--- src/emsr_pkg.sv ---
// ----------------------------------------------------------------------------
// emsr_pkg
// Types and constants for the encoder motor speed regulator.
// ----------------------------------------------------------------------------
package emsr_pkg;

  localparam int unsigned DUTY_W   = 8;
  localparam int unsigned SPD_W    = 16;
  localparam int unsigned CNT_W    = 16;
  localparam int unsigned EDGE_W   = 32;
  localparam int unsigned KIND_W   = 2;
  localparam int unsigned DIR_W    = 2;
  localparam int unsigned PADDR_W  = 5;
  localparam int unsigned PDATA_W  = 32;
  localparam int unsigned ACC_W    = 48;
  localparam int unsigned STEP_W   = 4;

  localparam logic [SPD_W-1:0]  SPD_MAX    = 16'hFFFF;
  localparam logic [CNT_W-1:0]  CNT_MAX    = 16'hFFFF;
  localparam logic [15:0]       MS_PER_S   = 16'd1000;
  localparam logic [15:0]       MIN_TARGET = 16'd150;
  localparam logic [DUTY_W-1:0] DUTY_MAX   = 8'hFF;
  localparam logic [STEP_W-1:0] STEP_LAST  = 4'hF;

  localparam logic [DIR_W-1:0] DIR_STOP = 2'b00;
  localparam logic [DIR_W-1:0] DIR_FWD  = 2'b01;
  localparam logic [DIR_W-1:0] DIR_BWD  = 2'b10;

  localparam logic [15:0] RST_WHEEL_MM = 16'd200;
  localparam logic [15:0] RST_PPR      = 16'd20;
  localparam logic [15:0] RST_GAIN     = 16'd256;
  localparam logic [7:0]  RST_FLOOR    = 8'd0;
  localparam logic [7:0]  RST_BOOST    = 8'd0;
  localparam logic [15:0] RST_BOOST_SP = 16'd0;
  localparam logic [15:0] RST_PERIOD   = 16'd300;

  typedef enum logic [KIND_W-1:0] {
    KIND_TICK   = 2'd0,
    KIND_EDGE   = 2'd1,
    KIND_TARGET = 2'd2
  } kind_e;

  typedef enum logic [2:0] {
    REG_WHEEL_MM   = 3'd0,
    REG_PPR        = 3'd1,
    REG_GAIN       = 3'd2,
    REG_FLOOR_DUTY = 3'd3,
    REG_BOOST_DUTY = 3'd4,
    REG_BOOST_SP   = 3'd5,
    REG_PERIOD     = 3'd6
  } reg_idx_e;

  typedef enum logic [3:0] {
    UPD_IDLE,
    UPD_MUL_EW,
    UPD_MUL_K,
    UPD_MUL_PD,
    UPD_DIV_CHK,
    UPD_DIV,
    UPD_CTRL,
    UPD_MUL_G,
    UPD_FIN
  } upd_state_e;

  typedef struct packed {
    logic [15:0]       wheel_mm;
    logic [15:0]       ppr;
    logic [15:0]       gain;
    logic [DUTY_W-1:0] floor_duty;
    logic [DUTY_W-1:0] boost_duty;
    logic [SPD_W-1:0]  boost_speed;
    logic [CNT_W-1:0]  period_ms;
  } cfg_t;

  typedef struct packed {
    logic [SPD_W-1:0]  speed;
    logic [DUTY_W-1:0] duty;
    logic [DIR_W-1:0]  dir;
  } upd_res_t;

endpackage

--- src/emsr_if.sv ---
// ----------------------------------------------------------------------------
// emsr_in_if / emsr_out_if
// Valid/ready channels for event items and status items.
// ----------------------------------------------------------------------------
interface emsr_in_if import emsr_pkg::*; ();
  logic                     valid;
  logic                     ready;
  logic [KIND_W-1:0]        kind;
  logic signed [15:0]       target_speed;

  modport source (output valid, kind, target_speed, input ready);
  modport sink   (input valid, kind, target_speed, output ready);
endinterface

interface emsr_out_if import emsr_pkg::*; ();
  logic                valid;
  logic                ready;
  logic [DUTY_W-1:0]   duty;
  logic                drive_forward;
  logic                drive_backward;
  logic [SPD_W-1:0]    measured_speed;
  logic [EDGE_W-1:0]   edge_total;
  logic                update_done;

  modport source (output valid, duty, drive_forward, drive_backward, measured_speed,
                  edge_total, update_done, input ready);
  modport sink   (input valid, duty, drive_forward, drive_backward, measured_speed,
                  edge_total, update_done, output ready);
endinterface

--- src/emsr_update.sv ---
// ----------------------------------------------------------------------------
// emsr_update
// Control update: speed measurement and proportional duty correction, built
// on one shift-add multiplier and a restoring divider, one bit per cycle.
// ----------------------------------------------------------------------------
module emsr_update import emsr_pkg::*; (
  input  logic               clk_i,
  input  logic               rst_ni,
  input  logic               start_i,
  input  logic [CNT_W-1:0]   edges_i,
  input  logic [CNT_W-1:0]   dt_i,
  input  cfg_t               cfg_i,
  input  logic signed [15:0] target_i,
  input  logic [DUTY_W-1:0]  duty_i,
  output logic               busy_o,
  output logic               done_o,
  output upd_res_t           res_o
);

  upd_state_e         state_q, state_d;
  logic [STEP_W-1:0]  cnt_q, cnt_d;
  logic [ACC_W-1:0]   mcand_q, mcand_d;
  logic [15:0]        mplier_q, mplier_d;
  logic [ACC_W-1:0]   acc_q, acc_d;
  logic [ACC_W-1:0]   rem_q, rem_d;
  logic [ACC_W-1:0]   dvs_q, dvs_d;
  logic [SPD_W-1:0]   quo_q, quo_d;
  logic [SPD_W-1:0]   speed_q, speed_d;
  logic [CNT_W-1:0]   dt_q, dt_d;
  logic [DIR_W-1:0]   dir_q, dir_d;
  logic               neg_q, neg_d;
  logic               stop_q, stop_d;

  logic [ACC_W-1:0]   acc_step;
  logic               step_last;
  logic               rem_ge;
  logic [15:0]        ppr_eff;
  logic [16:0]        tgt_ext;
  logic [16:0]        tgt_mag;
  logic [17:0]        err;
  logic [16:0]        err_abs;
  logic [24:0]        delta;
  logic [26:0]        delta_s;
  logic [26:0]        dsum;
  logic [DUTY_W-1:0]  duty_fl;
  logic [DUTY_W-1:0]  duty_fin;

  assign acc_step  = mplier_q[0] ? acc_q + mcand_q : acc_q;
  assign step_last = (cnt_q == STEP_LAST);
  assign rem_ge    = (rem_q >= dvs_q);
  assign ppr_eff   = (cfg_i.ppr == 16'd0) ? 16'd1 : cfg_i.ppr;

  assign tgt_ext = {target_i[15], target_i};
  assign tgt_mag = tgt_ext[16] ? (~tgt_ext + 17'd1) : tgt_ext;
  assign err     = {1'b0, tgt_mag} - {2'b00, speed_q};
  assign err_abs = err[17] ? 17'(~err + 18'd1) : err[16:0];

  // trunc(gain*err/256) toward zero: shift the magnitude, then apply sign
  assign delta   = acc_q[32:8];
  assign delta_s = neg_q ? (~{2'b00, delta} + 27'd1) : {2'b00, delta};
  assign dsum    = {19'd0, duty_i} + delta_s;
  assign duty_fl = (speed_q < cfg_i.boost_speed) ? cfg_i.boost_duty : cfg_i.floor_duty;

  always_comb begin
    if ($signed(dsum) < $signed({19'd0, duty_fl})) begin
      duty_fin = duty_fl;
    end else if ($signed(dsum) > $signed({19'd0, DUTY_MAX})) begin
      duty_fin = DUTY_MAX;
    end else begin
      duty_fin = dsum[DUTY_W-1:0];
    end
  end

  // next state
  always_comb begin
    state_d = state_q;
    case (state_q)
      UPD_IDLE:    if (start_i) state_d = UPD_MUL_EW;
      UPD_MUL_EW:  if (step_last) state_d = UPD_MUL_K;
      UPD_MUL_K:   if (step_last) state_d = UPD_MUL_PD;
      UPD_MUL_PD:  if (step_last) state_d = UPD_DIV_CHK;
      UPD_DIV_CHK: state_d = rem_ge ? UPD_CTRL : UPD_DIV;
      UPD_DIV:     if (step_last) state_d = UPD_CTRL;
      UPD_CTRL:    state_d = (target_i == 16'sd0) ? UPD_FIN : UPD_MUL_G;
      UPD_MUL_G:   if (step_last) state_d = UPD_FIN;
      UPD_FIN:     state_d = UPD_IDLE;
      default:     state_d = UPD_IDLE;
    endcase
  end

  // datapath
  always_comb begin
    cnt_d    = cnt_q + STEP_W'(1);
    mcand_d  = {mcand_q[ACC_W-2:0], 1'b0};
    mplier_d = {1'b0, mplier_q[15:1]};
    acc_d    = acc_step;
    rem_d    = rem_q;
    dvs_d    = dvs_q;
    quo_d    = quo_q;
    speed_d  = speed_q;
    dt_d     = dt_q;
    dir_d    = dir_q;
    neg_d    = neg_q;
    stop_d   = stop_q;
    case (state_q)
      UPD_IDLE: begin
        cnt_d    = '0;
        mcand_d  = {32'd0, edges_i};
        mplier_d = cfg_i.wheel_mm;
        acc_d    = '0;
        dt_d     = dt_i;
        stop_d   = 1'b0;
      end
      UPD_MUL_EW: begin
        if (step_last) begin
          mcand_d  = acc_step;
          mplier_d = MS_PER_S;
          acc_d    = '0;
        end
      end
      UPD_MUL_K: begin
        if (step_last) begin
          rem_d    = acc_step;
          mcand_d  = {32'd0, ppr_eff};
          mplier_d = dt_q;
          acc_d    = '0;
        end
      end
      UPD_MUL_PD: begin
        if (step_last) begin
          dvs_d = {acc_step[31:0], 16'd0};
        end
      end
      UPD_DIV_CHK: begin
        cnt_d = '0;
        quo_d = '0;
        dvs_d = {1'b0, dvs_q[ACC_W-1:1]};
        if (rem_ge) begin
          speed_d = SPD_MAX;
        end
      end
      UPD_DIV: begin
        quo_d = {quo_q[SPD_W-2:0], rem_ge};
        dvs_d = {1'b0, dvs_q[ACC_W-1:1]};
        if (rem_ge) begin
          rem_d = rem_q - dvs_q;
        end
        if (step_last) begin
          speed_d = {quo_q[SPD_W-2:0], rem_ge};
        end
      end
      UPD_CTRL: begin
        cnt_d    = '0;
        mcand_d  = {31'd0, err_abs};
        mplier_d = cfg_i.gain;
        acc_d    = '0;
        neg_d    = err[17];
        if (target_i == 16'sd0) begin
          stop_d = 1'b1;
        end else begin
          dir_d = target_i[15] ? DIR_BWD : DIR_FWD;
        end
      end
      UPD_MUL_G: begin
      end
      UPD_FIN: begin
        acc_d = acc_q;
      end
      default: begin
      end
    endcase
  end

  always_ff @(posedge clk_i or negedge rst_ni) begin
    if (!rst_ni) begin
      state_q <= UPD_IDLE;
    end else begin
      state_q <= state_d;
    end
  end

  always_ff @(posedge clk_i) begin
    cnt_q    <= cnt_d;
    mcand_q  <= mcand_d;
    mplier_q <= mplier_d;
    acc_q    <= acc_d;
    rem_q    <= rem_d;
    dvs_q    <= dvs_d;
    quo_q    <= quo_d;
    speed_q  <= speed_d;
    dt_q     <= dt_d;
    dir_q    <= dir_d;
    neg_q    <= neg_d;
    stop_q   <= stop_d;
  end

  assign busy_o = (state_q != UPD_IDLE);
  assign done_o = (state_q == UPD_FIN);

  always_comb begin
    if (stop_q) begin
      res_o.speed = '0;
      res_o.duty  = '0;
      res_o.dir   = DIR_STOP;
    end else begin
      res_o.speed = speed_q;
      res_o.duty  = duty_fin;
      res_o.dir   = dir_q;
    end
  end

endmodule

--- src/encoder_motor_speed_regulator_core.sv ---
// ----------------------------------------------------------------------------
// encoder_motor_speed_regulator_core
// Encoder-based motor speed regulator with proportional duty correction.
// ----------------------------------------------------------------------------
// Each input item is a millisecond tick, an encoder edge or a new target
// speed; each yields one status item (duty, drive lines, measured speed,
// edge total, update flag). Edges, targets and ticks that do not end a
// control period are held pending and reach the output register once it
// is free or being read. A tick that ends a period runs the control
// update on the shared 16-step shift-add multiplier (edges x wheel, x1000,
// pulses x dt, gain x error) and the 16-step bit-serial divider, then its
// status item is held pending in the same way. A finished item waiting at
// the output does not stop the next item from being taken.
// ----------------------------------------------------------------------------
module encoder_motor_speed_regulator_core import emsr_pkg::*; (
  input  logic               clk_i,
  input  logic               rst_ni,
  emsr_in_if.sink            in_if,
  emsr_out_if.source         out_if,
  input  logic               psel,
  input  logic               penable,
  input  logic               pwrite,
  input  logic [PADDR_W-1:0] paddr,
  input  logic [PDATA_W-1:0] pwdata,
  output logic [PDATA_W-1:0] prdata,
  output logic               pready
);

  cfg_t               cfg_q;
  logic [CNT_W-1:0]   elapsed_q, elapsed_d;
  logic [CNT_W-1:0]   edges_q, edges_d;
  logic [EDGE_W-1:0]  all_edges_q, all_edges_d;
  logic signed [15:0] target_q, target_d;
  logic [SPD_W-1:0]   speed_q, speed_d;
  logic [DUTY_W-1:0]  duty_q, duty_d;
  logic [DIR_W-1:0]   dir_q, dir_d;
  logic               pend_q, pend_d;
  logic               pend_done_q, pend_done_d;
  logic               out_valid_q, out_valid_d;
  logic               out_load;

  logic [DUTY_W-1:0]  out_duty_q;
  logic [DIR_W-1:0]   out_dir_q;
  logic [SPD_W-1:0]   out_speed_q;
  logic [EDGE_W-1:0]  out_edges_q;
  logic               out_done_q;

  logic               accept;
  logic [CNT_W-1:0]   elapsed_inc;
  logic               period_end;
  logic signed [15:0] target_adj;
  logic               upd_start;
  logic               upd_busy;
  logic               upd_done;
  upd_res_t           upd_res;
  logic               apb_wr;
  reg_idx_e           apb_idx;

  // configuration port
  assign pready  = 1'b1;
  assign apb_wr  = psel && penable && pwrite;
  assign apb_idx = reg_idx_e'(paddr[PADDR_W-1:2]);

  always_ff @(posedge clk_i or negedge rst_ni) begin
    if (!rst_ni) begin
      cfg_q.wheel_mm    <= RST_WHEEL_MM;
      cfg_q.ppr         <= RST_PPR;
      cfg_q.gain        <= RST_GAIN;
      cfg_q.floor_duty  <= RST_FLOOR;
      cfg_q.boost_duty  <= RST_BOOST;
      cfg_q.boost_speed <= RST_BOOST_SP;
      cfg_q.period_ms   <= RST_PERIOD;
    end else if (apb_wr) begin
      case (apb_idx)
        REG_WHEEL_MM:   cfg_q.wheel_mm    <= pwdata[15:0];
        REG_PPR:        cfg_q.ppr         <= pwdata[15:0];
        REG_GAIN:       cfg_q.gain        <= pwdata[15:0];
        REG_FLOOR_DUTY: cfg_q.floor_duty  <= pwdata[DUTY_W-1:0];
        REG_BOOST_DUTY: cfg_q.boost_duty  <= pwdata[DUTY_W-1:0];
        REG_BOOST_SP:   cfg_q.boost_speed <= pwdata[15:0];
        REG_PERIOD:     cfg_q.period_ms   <= pwdata[15:0];
        default: begin
        end
      endcase
    end
  end

  always_comb begin
    case (apb_idx)
      REG_WHEEL_MM:   prdata = {16'd0, cfg_q.wheel_mm};
      REG_PPR:        prdata = {16'd0, cfg_q.ppr};
      REG_GAIN:       prdata = {16'd0, cfg_q.gain};
      REG_FLOOR_DUTY: prdata = {24'd0, cfg_q.floor_duty};
      REG_BOOST_DUTY: prdata = {24'd0, cfg_q.boost_duty};
      REG_BOOST_SP:   prdata = {16'd0, cfg_q.boost_speed};
      REG_PERIOD:     prdata = {16'd0, cfg_q.period_ms};
      default:        prdata = '0;
    endcase
  end

  // event handling
  assign in_if.ready = !upd_busy && !pend_q;
  assign accept      = in_if.valid && in_if.ready;
  assign elapsed_inc = (elapsed_q == CNT_MAX) ? elapsed_q : elapsed_q + CNT_W'(1);
  assign period_end  = (elapsed_inc >= cfg_q.period_ms);

  always_comb begin
    target_adj = in_if.target_speed;
    if (!in_if.target_speed[15] && (in_if.target_speed != 16'sd0) &&
        (in_if.target_speed < $signed(MIN_TARGET))) begin
      target_adj = $signed(MIN_TARGET);
    end else if (in_if.target_speed[15] &&
                 (in_if.target_speed > -$signed(MIN_TARGET))) begin
      target_adj = -$signed(MIN_TARGET);
    end
  end

  assign out_load = pend_q && (!out_valid_q || out_if.ready);

  always_comb begin
    elapsed_d   = elapsed_q;
    edges_d     = edges_q;
    all_edges_d = all_edges_q;
    target_d    = target_q;
    speed_d     = speed_q;
    duty_d      = duty_q;
    dir_d       = dir_q;
    pend_d      = pend_q;
    pend_done_d = pend_done_q;
    upd_start   = 1'b0;
    if (accept) begin
      pend_d      = 1'b1;
      pend_done_d = 1'b0;
      case (kind_e'(in_if.kind))
        KIND_TICK: begin
          if (period_end) begin
            elapsed_d = '0;
            edges_d   = '0;
            upd_start = 1'b1;
            pend_d    = 1'b0;
          end else begin
            elapsed_d = elapsed_inc;
          end
        end
        KIND_EDGE: begin
          if (edges_q != CNT_MAX) begin
            edges_d = edges_q + CNT_W'(1);
          end
          all_edges_d = all_edges_q + EDGE_W'(1);
        end
        KIND_TARGET: begin
          target_d = target_adj;
          if (target_adj == 16'sd0) begin
            duty_d  = '0;
            speed_d = '0;
            dir_d   = DIR_STOP;
          end
        end
        default: begin
        end
      endcase
    end
    if (upd_done) begin
      speed_d     = upd_res.speed;
      duty_d      = upd_res.duty;
      dir_d       = upd_res.dir;
      pend_d      = 1'b1;
      pend_done_d = 1'b1;
    end
    if (out_load) begin
      pend_d = 1'b0;
    end
  end

  always_comb begin
    out_valid_d = out_valid_q;
    if (out_load) begin
      out_valid_d = 1'b1;
    end else if (out_if.ready) begin
      out_valid_d = 1'b0;
    end
  end

  always_ff @(posedge clk_i or negedge rst_ni) begin
    if (!rst_ni) begin
      elapsed_q   <= '0;
      edges_q     <= '0;
      all_edges_q <= '0;
      target_q    <= '0;
      speed_q     <= '0;
      duty_q      <= '0;
      dir_q       <= DIR_STOP;
      pend_q      <= 1'b0;
      pend_done_q <= 1'b0;
      out_valid_q <= 1'b0;
    end else begin
      elapsed_q   <= elapsed_d;
      edges_q     <= edges_d;
      all_edges_q <= all_edges_d;
      target_q    <= target_d;
      speed_q     <= speed_d;
      duty_q      <= duty_d;
      dir_q       <= dir_d;
      pend_q      <= pend_d;
      pend_done_q <= pend_done_d;
      out_valid_q <= out_valid_d;
    end
  end

  always_ff @(posedge clk_i) begin
    if (out_load) begin
      out_duty_q  <= duty_q;
      out_dir_q   <= dir_q;
      out_speed_q <= speed_q;
      out_edges_q <= all_edges_q;
      out_done_q  <= pend_done_q;
    end
  end

  assign out_if.valid          = out_valid_q;
  assign out_if.duty           = out_duty_q;
  assign out_if.drive_forward  = out_dir_q[0];
  assign out_if.drive_backward = out_dir_q[1];
  assign out_if.measured_speed = out_speed_q;
  assign out_if.edge_total     = out_edges_q;
  assign out_if.update_done    = out_done_q;

  emsr_update u_update (
    .clk_i    (clk_i),
    .rst_ni   (rst_ni),
    .start_i  (upd_start),
    .edges_i  (edges_q),
    .dt_i     (elapsed_inc),
    .cfg_i    (cfg_q),
    .target_i (target_q),
    .duty_i   (duty_q),
    .busy_o   (upd_busy),
    .done_o   (upd_done),
    .res_o    (upd_res)
  );

`ifndef SYNTHESIS
  a_start_idle: assert property (@(posedge clk_i) disable iff (!rst_ni)
    upd_start |-> !upd_busy)
    else $error("update started while busy");

  a_duty_dir: assert property (@(posedge clk_i) disable iff (!rst_ni)
    (duty_q != '0) |-> (dir_q != DIR_STOP))
    else $error("nonzero duty with drive lines off");

  a_dir_excl: assert property (@(posedge clk_i) disable iff (!rst_ni)
    !(dir_q[0] && dir_q[1]))
    else $error("both drive lines high");

  a_done_free: assert property (@(posedge clk_i) disable iff (!rst_ni)
    upd_done |-> !pend_q)
    else $error("update finished over a pending item");

  a_pend_out: assert property (@(posedge clk_i) disable iff (!rst_ni)
    $fell(pend_q) |-> out_valid_q)
    else $error("pending item lost");
`endif

endmodule
--- src/flat_wrapper.sv ---
// flat-port wrapper written by rule: the top's interface ports become plain ports
module encoder_motor_speed_regulator_core_flat import emsr_pkg::*;
  (clk_i, rst_ni, psel, penable, pwrite, paddr, pwdata, prdata, pready, in_if_valid, in_if_kind, in_if_target_speed, in_if_ready, out_if_valid, out_if_duty, out_if_drive_forward, out_if_drive_backward, out_if_measured_speed, out_if_edge_total, out_if_update_done, out_if_ready);
  emsr_in_if in_if_i ();
  emsr_out_if out_if_i ();
  input  logic clk_i;
  input  logic rst_ni;
  input  logic psel;
  input  logic penable;
  input  logic pwrite;
  input  logic [PADDR_W-1:0] paddr;
  input  logic [PDATA_W-1:0] pwdata;
  output logic [PDATA_W-1:0] prdata;
  output logic pready;
  input wire logic [$bits(in_if_i.valid)-1:0] in_if_valid;
  input wire logic [$bits(in_if_i.kind)-1:0] in_if_kind;
  input wire logic [$bits(in_if_i.target_speed)-1:0] in_if_target_speed;
  output wire logic [$bits(in_if_i.ready)-1:0] in_if_ready;
  output wire logic [$bits(out_if_i.valid)-1:0] out_if_valid;
  output wire logic [$bits(out_if_i.duty)-1:0] out_if_duty;
  output wire logic [$bits(out_if_i.drive_forward)-1:0] out_if_drive_forward;
  output wire logic [$bits(out_if_i.drive_backward)-1:0] out_if_drive_backward;
  output wire logic [$bits(out_if_i.measured_speed)-1:0] out_if_measured_speed;
  output wire logic [$bits(out_if_i.edge_total)-1:0] out_if_edge_total;
  output wire logic [$bits(out_if_i.update_done)-1:0] out_if_update_done;
  input wire logic [$bits(out_if_i.ready)-1:0] out_if_ready;
  assign in_if_i.valid = in_if_valid;
  assign in_if_i.kind = in_if_kind;
  assign in_if_i.target_speed = in_if_target_speed;
  assign in_if_ready = in_if_i.ready;
  assign out_if_valid = out_if_i.valid;
  assign out_if_duty = out_if_i.duty;
  assign out_if_drive_forward = out_if_i.drive_forward;
  assign out_if_drive_backward = out_if_i.drive_backward;
  assign out_if_measured_speed = out_if_i.measured_speed;
  assign out_if_edge_total = out_if_i.edge_total;
  assign out_if_update_done = out_if_i.update_done;
  assign out_if_i.ready = out_if_ready;
  encoder_motor_speed_regulator_core u_core (.clk_i(clk_i), .rst_ni(rst_ni), .in_if(in_if_i), .out_if(out_if_i), .psel(psel), .penable(penable), .pwrite(pwrite), .paddr(paddr), .pwdata(pwdata), .prdata(prdata), .pready(pready));
endmodule
--- config.mk ---
export PLATFORM = sky130hd
export DESIGN_NAME = encoder_motor_speed_regulator_core_flat
export DESIGN_NICKNAME = d
export VERILOG_FILES = /design/src/emsr_pkg.sv /design/src/emsr_if.sv /design/src/emsr_update.sv /design/src/encoder_motor_speed_regulator_core.sv /design/src/flat_wrapper.sv
export SDC_FILE = /design/constraint.sdc
export NUM_CORES = 1
export LEC_CHECK = 0
export BUFFER_PORTS_ARGS = -buffer_cell sky130_fd_sc_hd__clkbuf_2
export CELL_PAD_IN_SITES_DETAIL_PLACEMENT = 0
export CELL_PAD_IN_SITES_GLOBAL_PLACEMENT = 1
export CORE_AREA = 2 2 295 326
export DETAILED_ROUTE_END_ITERATION = 7
export DIE_AREA = 0 0 297 328
export PLACE_DENSITY_LB_ADDON = 0.2
export SLEW_MARGIN = 20
export SYNTH_ARGS = -nofsm -noshare
export SYNTH_HDL_FRONTEND = slang
export SYNTH_SLANG_ARGS = --single-unit
--- constraint.sdc ---
create_clock -name clk_i -period 9.3 [get_ports clk_i]
set_clock_uncertainty 0.15 [all_clocks]
set_input_delay 1.86 -clock clk_i [delete_from_list [all_inputs] [get_ports clk_i]]
set_output_delay 1.86 -clock clk_i [all_outputs]
set_load 0.005 [all_outputs]
Word-level counts from Yosys, hierarchy flattened
Cells that the tools add are included.
{"block": "word_totals", "output_inout_bits": 94, "register_bits": 531}
{"block": "op_classes", "reduce_logical": 53, "mux": 70, "n_lt_le_gt_ge": 7, "n_addsub": 11, "bitwise_logic": 4, "n_eq_ne": 30}
{"operator": "$mux W48", "count": 7}
{"operator": "$mux W16", "count": 14}
{"operator": "$pmux W48 S2", "count": 2}
{"operator": "$pmux W48 S4", "count": 1}
{"operator": "$pmux W48 S3", "count": 1}
{"operator": "$pmux W16 S7", "count": 1}
{"operator": "$pmux W16 S2", "count": 2}
{"operator": "$pmux W16 S4", "count": 1}
{"operator": "$mux W8", "count": 7}
{"operator": "$add A48 B48 Y48", "count": 1}
{"operator": "$ge A48 B48 Y1", "count": 1}
{"operator": "$logic_not A16 Y1", "count": 3}
{"operator": "$sub A48 B48 Y48", "count": 1}
{"operator": "$add A17 B1 Y17 const B", "count": 2}
{"operator": "$mux W17", "count": 2}
{"operator": "$not A17 Y17", "count": 2}
{"operator": "$add A16 B1 Y16 const B", "count": 2}
{"operator": "$add A32 B1 Y32 const B", "count": 1}
{"operator": "$pmux W4 S8", "count": 1}
{"operator": "$pmux W15 S2", "count": 1}
{"operator": "$mux W4", "count": 7}
{"operator": "$add A27 B1 Y27 const B", "count": 1}
{"operator": "$add A8 B27 Y27", "count": 1}
{"operator": "$gt A27 B9 Y1 const B", "count": 1}
{"operator": "other kinds (44)", "count": 112}

Logic depth before layout (Yosys ltp)
Gate-level depths: netlist of the first run.
{"block": "logic_depth", "ltp_word": 9, "depth_mapped": 22, "ltp_nobuf": 20}

Cells and area by module
From an unflattened synthesis of the first run, not the netlist that was laid out.
{"block": "hier_totals", "cells_unflattened": 3268, "area_unflattened_um2": 32060.7}
{"mod": "emsr_update", "instances": 1, "seq_area_each_um2": 7317.0, "area_each_um2": 20303.2, "cells_each": 2303}
{"mod": "encoder_motor_speed_regulator_core", "instances": 1, "seq_area_each_um2": 6914.1, "area_each_um2": 11757.5, "cells_each": 965}

Worst setup path before layout of the first run
OpenSTA, ideal clock, no wires.
{"block": "synth_path", "kind": "register -> register", "start": "register u_core.u_update.dvs_q[0]", "end": "register u_core.u_update.rem_q[0] (enable)", "setup_time_ps": 520, "required_time_ps": 8630, "path_stages_with_launch": 15, "setup_slack_ps": 2753, "arrival_ps": 5877, "path_cell_list": "edfxtp_1 ha_1 fa_1 nor2b_1 o21ai_0 a21oi_1 o31ai_1 a211oi_1 nor3_1 o211a_1 a21oi_1 o21ai_0 nand2_1 a21oi_1 o21ai_0"}
{"block": "synth_between", "elab_chain_len": 3}
{"item": "from (decl)", "line_no": "emsr_update.sv:26", "text": "logic [ACC_W-1:0] dvs_q, dvs_d;"}
{"item": "from (signal assigned)", "line_no": "emsr_update.sv:188", "text": "dvs_q <= dvs_d;"}
{"item": "$ge A48 B48 Y1", "line_no": "emsr_update.sv:50", "text": "assign rem_ge = (rem_q >= dvs_q);"}
{"item": "$ne A2 B2 Y1 (no source line)"}
{"item": "$reduce_and A3 Y1 (no source line)"}
{"item": "to (signal assigned)", "line_no": "emsr_update.sv:187", "text": "rem_q <= rem_d;"}
{"item": "to (decl)", "line_no": "emsr_update.sv:25", "text": "logic [ACC_W-1:0] rem_q, rem_d;"}
No other way between the ends.
A chain may end at the register's enable or synchronous reset.

Worst setup path in the final report of the first run
{"block": "layout_path", "start": "input paddr[3]", "end": "output prdata[1]"}
{"block": "layout_between", "elab_chain_len": 2}
{"item": "from (decl)", "line_no": "flat_wrapper.sv:11", "text": "input logic [PADDR_W-1:0] paddr;"}
{"item": "$eq A3 B3 Y1 (tied with other cells)", "line_no": "encoder_motor_speed_regulator_core.sv:89", "text": "case (apb_idx)"}
{"item": "$pmux W16 S7 (*)", "line_no": "encoder_motor_speed_regulator_core.sv:89"}
{"item": "to (decl)", "line_no": "flat_wrapper.sv:13", "text": "output logic [PDATA_W-1:0] prdata;"}
Every way passes the cells marked *; elsewhere a longest branch is shown, timed or not.

==> flow_summary.json, run 1 <==
{
  "grt_max_degree": 77,
  "vias_per_cell": 5.29,
  "synth_seq_cells": 531,
  "max-slew-margin-rel_pct": 27.5,
  "synthArstFlopShare_pct": 39.4,
  "core_area_um2": 93900,
  "fmax_ghz": 0.158,
  "path_clk_slew_ns": 0.06,
  "io_pins": 156,
  "power_per_cell_area_nw_per_um2": 217,
  "rows": 118,
  "avgSynthCellArea_um2": 9.76,
  "drive_gt1_share_pct": 11.6,
  "dp_hpwl_um": 67600,
  "antenna_found_initial": 0,
  "peakVddDrop_v": 0.000156,
  "numCtsBuffers": 67,
  "drt_iter0_markers": 1399,
  "cts_tree": "built",
  "synth_area_um2": 30900,
  "rsz0062_at_grt": "false",
  "vias": 24200,
  "synth_cell_type_count": 83,
  "grt_pass1_vias": 24300,
  "grt.total_usage_pct": 18.7,
  "die_w_um": 297,
  "grt_use_met1_pct": 23.1,
  "yosysSeqAreaShare_pct": 46.1,
  "cts_max_level": 3,
  "synth_warnings": 0,
  "grt_pass1_wl_um": 143000,
  "drc": 0,
  "final_nets": 3485,
  "synth_cells": 3166,
  "synth_edf_count": 254,
  "critical_path_class": "in2out",
  "setup_viol": 0,
  "insertion_delay_ns": 0.61,
  "slew_viol_final": 0,
  "grt_overflow_total": 0,
  "post_cts_buffers": 0,
  "postRouteAntennaNets": 0,
  "grt_use_met3_pct": 2.96,
  "grt_use_met2_pct": 32.6,
  "portBuffers": 120,
  "final_common_cell": "nand2_1",
  "cts_resized": 0,
  "gp_congestion": 0.859,
  "fin_crit_sh_pct": 68.0,
  "maxCapViolations": 0,
  "wirelength_um": 92800,
  "hold_class": "reg2reg",
  "finalSetupTns_ns": 0,
  "cts.path.max_buffers": 3,
  "root_buffer": "clkbuf_16",
  "drt-wirelength-per-cell_um": 20.3,
  "fin_crit_ns": 6.32,
  "power_leakage_nw": 15.1,
  "die_h_um": 328,
  "max_slew.worst_pin.slew_ns": 1.06,
  "cp_max_fo": 31,
  "first_pass_iters": 5,
  "timing.hold.ws_ns": 0.270,
  "critPathRequiredTime_ns": 7.29,
  "initial_utilization_pct": 32.9,
  "holdBufCountCts": 0,
  "grt-busiest-layer": "met2",
  "worstPathArrival_ns": 4.31,
  "area_growth_pct": 13.9,
  "status": "finished, final reports clean",
  "hold_violations": 0,
  "cts.sinks": 531,
  "layout_common_cells": "309 x nand2_1, 288 x nor2_1, 254 x edfxtp_1",
  "fp.dieArea_um2": 97400,
  "endpoint_kind": "primary output",
  "start_kind": "input port",
  "ys.flop_type": "edfxtp_1"
}
==> logic make-up (layout without fill, tap and decap cells) <==
| group | count (synthesis) | in the layout | synth area share (%) |
|---|---|---|---|
| AO/OA/AOI/OAI | 823 | 823 | 16.9 |
| XOR/XNOR | 205 | 205 | 5.81 |
| adder cells (fa/ha/maj) | 169 | 169 | 6.94 |
| buffers and inverters | 297 | 424 | 3.83 |
| flip-flops | 531 | 531 | 46.1 |
| multiplexers | 154 | 154 | 5.49 |
| other | 2 | 18 | 0.0243 |
| AND/OR/NAND/NOR | 985 | 985 | 15.0 |
==> power breakdown <==
| part | internal [mW] | switching (mW) |
|---|---|---|
| clock | 1.71 | 1.08 |
| sequential | 2.73 | 0.203 |
| combinational | 0.774 | 1.16 |
==> layer usage <==
metal	vias to the layer above	share of wire [%]
met5	-	0
met2	457	49
met3	150	4.0
met4	0	4.0
li1	11700	-
met1	11900	43
==> layout make-up <==
class                           instances  area, µm²
Clock inverter                         34        473
Sequential cell                       531      14200
Fill cell                            9494      58700
Timing Repair Buffer                  153        858
Multi-Input combinational cell       2353      15600
Tap cell                             1260       1580
Clock buffer                           89       1880
Inverter                              148        556
Antenna cell                            1       2.50
==> synthesized netlist by cell type, drive strengths merged (11+ instances only) <==
library cell  number  area [µm²]
mux2i             74         741
nor4              15        93.8
ha               165        2060
o21a              20         150
a21o              80         608
edfxtp           254        7630
or3               43         269
nand2            312        1170
and2              22         138
o31ai             24         180
nand3             54         270
nor2b             36         225
dfxtp             68        1360
a211oi            23         173
buf               29         178
a22oi             31         233
xor2              70         613
nor3              45         225
clkbuf           120         450
dfrtp            199        4980
inv              148         556
a222oi            11         110
o21ai            213        1070
o21bai            17         128
nor2             293        1100
mux2              75         845
o211ai            12        95.1
xnor2            135        1180
a31oi             39         244
and3              47         294
o221ai            16         140
nand2b            43         277
a22o              20         175
a21oi            237        1190
nand4             30         188
==> flip-flops by register name, indices dropped and copies added, names as in the netlist, 15 cells and up <==
name                          cells
u_core.cfg_q                     96
u_core.u_update.dvs_q            48
u_core.u_update.speed_q          16
u_core.u_update.dt_q             16
u_core.speed_q                   16
u_core.out_if.edge_total         32
u_core.u_update.quo_q            15
u_core.u_update.acc_q            48
u_core.all_edges_q               32
u_core.out_if.measured_speed     16
u_core.u_update.rem_q            48
u_core.elapsed_q                 16
u_core.u_update.mplier_q         16
u_core.u_update.mcand_q          48
u_core.target_q                  16
u_core.edges_q                   16
==> metrics by stage <==
step | instance area (µm²) | total power [mW] | util (%) | std cells | worst slack, ns
5_1_grt | 35200 | 8.06 | 37.5 | 4568 | 2.82
6_report | 35200 | 7.65 | 37.5 | 4569 | 2.98
3_5_place_dp | 32800 | 4.91 | 35.0 | 4445 | 2.92
3_3_place_gp | 32800 | 4.87 | 35.0 | 4445 | 2.93
4_1_cts | 35200 | 7.74 | 37.5 | 4568 | 2.94
2_1_floorplan | 31000 | 4.25 | - | 3181 | 2.75
==> critical path, stage by stage <==
cell and delay (ns):
clkbuf_2 0.67, nor2b_1 0.93, a22oi_1 0.21, nand2_1 0.11, o21ai_0 0.10, o221ai_1 0.19
clkbuf_2 0.21
==> path summary, 6_finish.rpt <==
path,start,end,slack [ns],cells past startpoint
min,u_core.u_update.mplier_q[5],u_core.u_update.mplier_q[4],0.27,2
max reg2reg,u_core.elapsed_q[0],u_core.u_update.state_q[0],4.17,22
max in group asynchronous,rst_ni,u_core.elapsed_q[4],6.54,2
max,paddr[3],prdata[1],2.98,7
min in group asynchronous,rst_ni,u_core.cfg_q[23],1.05,1
min reg2reg,u_core.u_update.mplier_q[5],u_core.u_update.mplier_q[4],0.27,2
Note: power is estimated with default switching activity, not from simulation.
==> run 2, diff against run 1 <==
Settings changed: ABC_AREA set to 1, CORE_AREA 2 2 295 326 to 2 2 303 334, DIE_AREA 0 0 297 328 to 0 0 305 336.
Clock period 9.3 ns to 6.3 ns, I/O delays scaled along.
==> run 2 against run 1 <==
Sequential power increased by 95%; total power is 150% higher; clock power grew 38%; synthesized cell count up 29%; synthesized area grew 5.1%; hold slack improved by 0.015 ns; combinational power rose to 4.9 times the previous value; critical endpoint is now u_core.edges_q[8].
==> flow_summary.json, run 2 <==
{
  "status": "finished, final reports clean",
  "grt.total_usage_pct": 20.5,
  "path_cells": "ha_1, nand2_1, nor2_1, nand4_1, nor3_1, nand3_1, inv_1, nor4_1, xor2_1, ha_1, nand4_1, nor3_1, nand2_1, nand3_1, inv_1, nand3_1, nand2_1, nor2_1, nand2_1, nor2_1, a21oi_1, a211oi_1",
  "insertion_delay_ns": 0.65,
  "fin_crit_sh_pct": 80.9,
  "cp_slowest_stage_delay_ns": 0.54,
  "rsz0062_at_grt": "false",
  "design_area_um2": 36800,
  "grt_overflow_total": 0,
  "ys.flop_type": "edfxtp_1",
  "synth_top_area_share_pct": 23.5,
  "endpoint_kind": "register",
  "area_growth_pct": 13.4,
  "postLayoutCoreUtil_pct": 37.3,
  "avgSynthCellArea_um2": 7.96,
  "setup_viol": 0,
  "hold_depth": 2,
  "rr_endpoint": "u_core.edges_q[8]",
  "grt_pass1_wl_um": 162000,
  "gp_congestion": 0.875,
  "cts.path.max_buffers": 3,
  "first_pass_iters": 5,
  "synth_cell_type_count": 72,
  "io_pins": 156,
  "cp_top_family": "simple AND/OR/NAND/NOR gates",
  "drt-wirelength-per-cell_um": 19.1,
  "antenna_cells": 0,
  "yosys-top-cells-count": "856 x nand2_1, 561 x inv_1, 425 x o21ai_0, 360 x nor2_1, 254 x edfxtp_1",
  "yosysSeqAreaShare_pct": 43.8,
  "fin_crit_ns": 5.10,
  "synth_cells": 4078,
  "grt_pass1_vias": 27200,
  "p_seq_share_pct": 30.2,
  "worst_path_most_repeated_cell": "nand2_1",
  "grt_max_degree": 116,
  "max_slew.worst_pin.slew_ns": 1.13,
  "crit_path_top_delay_cell": "nor2_1",
  "crit_buf_inv": 2,
  "placed_cell_area_um2": 34600,
  "synth-compound-area-share_pct": 15.7,
  "power.internal_mw": 10.2,
  "synthSimpleGateAreaFrac_pct": 22.2,
  "switching_share_pct": 46.2,
  "layout_common_cells": "855 x nand2_1, 560 x inv_1, 417 x o21ai_0",
  "synth_seq_cells": 531,
  "power_leakage_nw": 16.5,
  "portBuffers": 120,
  "postRouteAntennaNets": 0,
  "drc": 0,
  "vias": 27700,
  "yosysTopAreaCell": "edfxtp_1",
  "vias_per_cell": 4.99,
  "yosysMostFrequentCell": "nand2_1",
  "finalSetupTns_ns": 0,
  "cp_max_fo": 14,
  "holdBufCountCts": 0,
  "rrSetupSlack_ns": 1.20,
  "rr_startpoint": "u_core.elapsed_q[0]",
  "final_common_cell": "nand2_1",
  "dp_hpwl_um": 82100,
  "final_nets": 4436,
  "synth_top_family_by_area": "simple AND/OR/NAND/NOR gates",
  "drive_gt1_share_pct": 9.02,
  "maxCapViolations": 0,
  "cp_num_cells": 22,
  "cts.sinks": 531,
  "wirelength_um": 106000,
  "synth_area_leaders": "edfxtp_1 23%, dfrtp_1 15%, nand2_1 9.9%",
  "drt_iter0_markers": 1671,
  "hold_class": "reg2reg",
  "synth_warnings": 0,
  "fp.dieArea_um2": 102000,
  "antenna_found_initial": 0,
  "die_w_um": 305,
  "muxShareOfSynthArea_pct": 0.0655,
  "hold_violations": 0,
  "critPathRequiredTime_ns": 6.71,
  "fmax_ghz": 0.196,
  "power_frac_comb_pct": 49.5,
  "peakVddDrop_v": 0.000242,
  "synth-xor-area-share_pct": 3.42,
  "reg2regPathDepth": 22,
  "power_per_cell_area_nw_per_um2": 514,
  "synthAdderAreaFrac_pct": 6.61,
  "cts_max_level": 3,
  "clkPwrFrac_pct": 20.3,
  "synthArstFlopShare_pct": 39.4,
  "rows": 121,
  "start_kind": "register",
  "critical_path_class": "reg2reg",
  "top_register": "u_core.cfg_q",
  "post_cts_buffers": 0,
  "worstPathArrival_ns": 5.50,
  "die_h_um": 336,
  "path_clk_slew_ns": 0.06,
  "critPathCapture": "u_core.edges_q[8]",
  "cts_tree": "built",
  "cts_resized": 0,
  "crit_path_start": "u_core.elapsed_q[0]",
  "synth_area_um2": 32500,
  "fillerInstances": 10400,
  "numCtsBuffers": 66,
  "synth_edf_count": 254,
  "max-slew-margin-rel_pct": 24.4,
  "largest_reg_flops": 96,
  "root_buffer": "clkbuf_16",
  "slew_viol_final": 0,
  "p_sw_mw": 8.74,
  "initial_utilization_pct": 32.8,
  "core_area_um2": 98900
}
## run 2: how the worst min path moves through the flow
stage,from,to,slack (ns)
final,u_core.u_update.mplier_q[2],u_core.u_update.mplier_q[1],0.29
after global routing,u_core.u_update.mplier_q[2],u_core.u_update.mplier_q[1],0.30
after CTS,u_core.u_update.mplier_q[2],u_core.u_update.mplier_q[1],0.29
after detailed placement,u_core.u_update.mplier_q[2],u_core.u_update.mplier_q[1],0.28
after global placement,u_core.u_update.mplier_q[2],u_core.u_update.mplier_q[1],0.27
after floorplan,u_core.u_update.mplier_q[1],u_core.u_update.mplier_q[0],0.27
## run 2: cell type report
class | instances | area [µm²] | area share (%)
Timing Repair Buffer | 160 | 943 | 2.56
Clock inverter | 33 | 392 | 1.06
Sequential cell | 531 | 14200 | 38.6
Clock buffer | 89 | 1790 | 4.85
Multi-Input combinational cell | 2875 | 15700 | 42.7
Inverter | 571 | 2140 | 5.82
Tap cell | 1291 | 1620 | 4.39
## run 2: logic make-up (layout without fill, tap and decap cells)
| kind of cell | Yosys count | after routing |
|---|---|---|
| and+or+nand+nor | 1656 | 1656 |
| AOI/OAI and AO/OA | 905 | 905 |
| buffers and inverters | 687 | 853 |
| DFF | 531 | 531 |
| adders and majority gates | 169 | 169 |
| xor gates and xnor gates | 126 | 126 |
| other | 2 | 17 |
| muxes | 2 | 2 |
## run 2: power by group through the flow
stage	combinational [mW]	clock, mW	sequential, mW
6_report	9.37	3.84	5.72
3_3_place_gp	9.39	0	5.76
4_1_cts	9.48	3.94	5.72
5_1_grt	10.6	4.07	5.83
2_1_floorplan	6.43	0	5.50
3_5_place_dp	9.44	0	5.78
## run 2: stage by stage
stage,power [mW],hold WS [ns],setup slack (ns),instances
floorplan,11.9,0.265,1.46,4093
global placement,15.2,0.273,1.17,5427
detailed placement,15.2,0.277,1.22,5427
CTS,19.1,0.290,1.20,5549
global route,20.5,0.303,0.589,5550
finish,18.9,0.285,1.20,5550
## run 2: tightest hold or removal path, delay by kind of cell (launching register included)
kind             cells  cell delay (ns)
AND/OR/NAND/NOR      1             0.05
AO/OA/AOI/OAI        1             0.05
flip-flops           1             0.30
## run 2: metal layers
metal	track usage (%)	vias to the layer above	part of all wire (%)
li1	-	14000	-
met1	25.9	13000	44
met2	35.8	524	49
met3	2.50	136	3.7
met4	7.58	0	3.3
met5	0	-	0
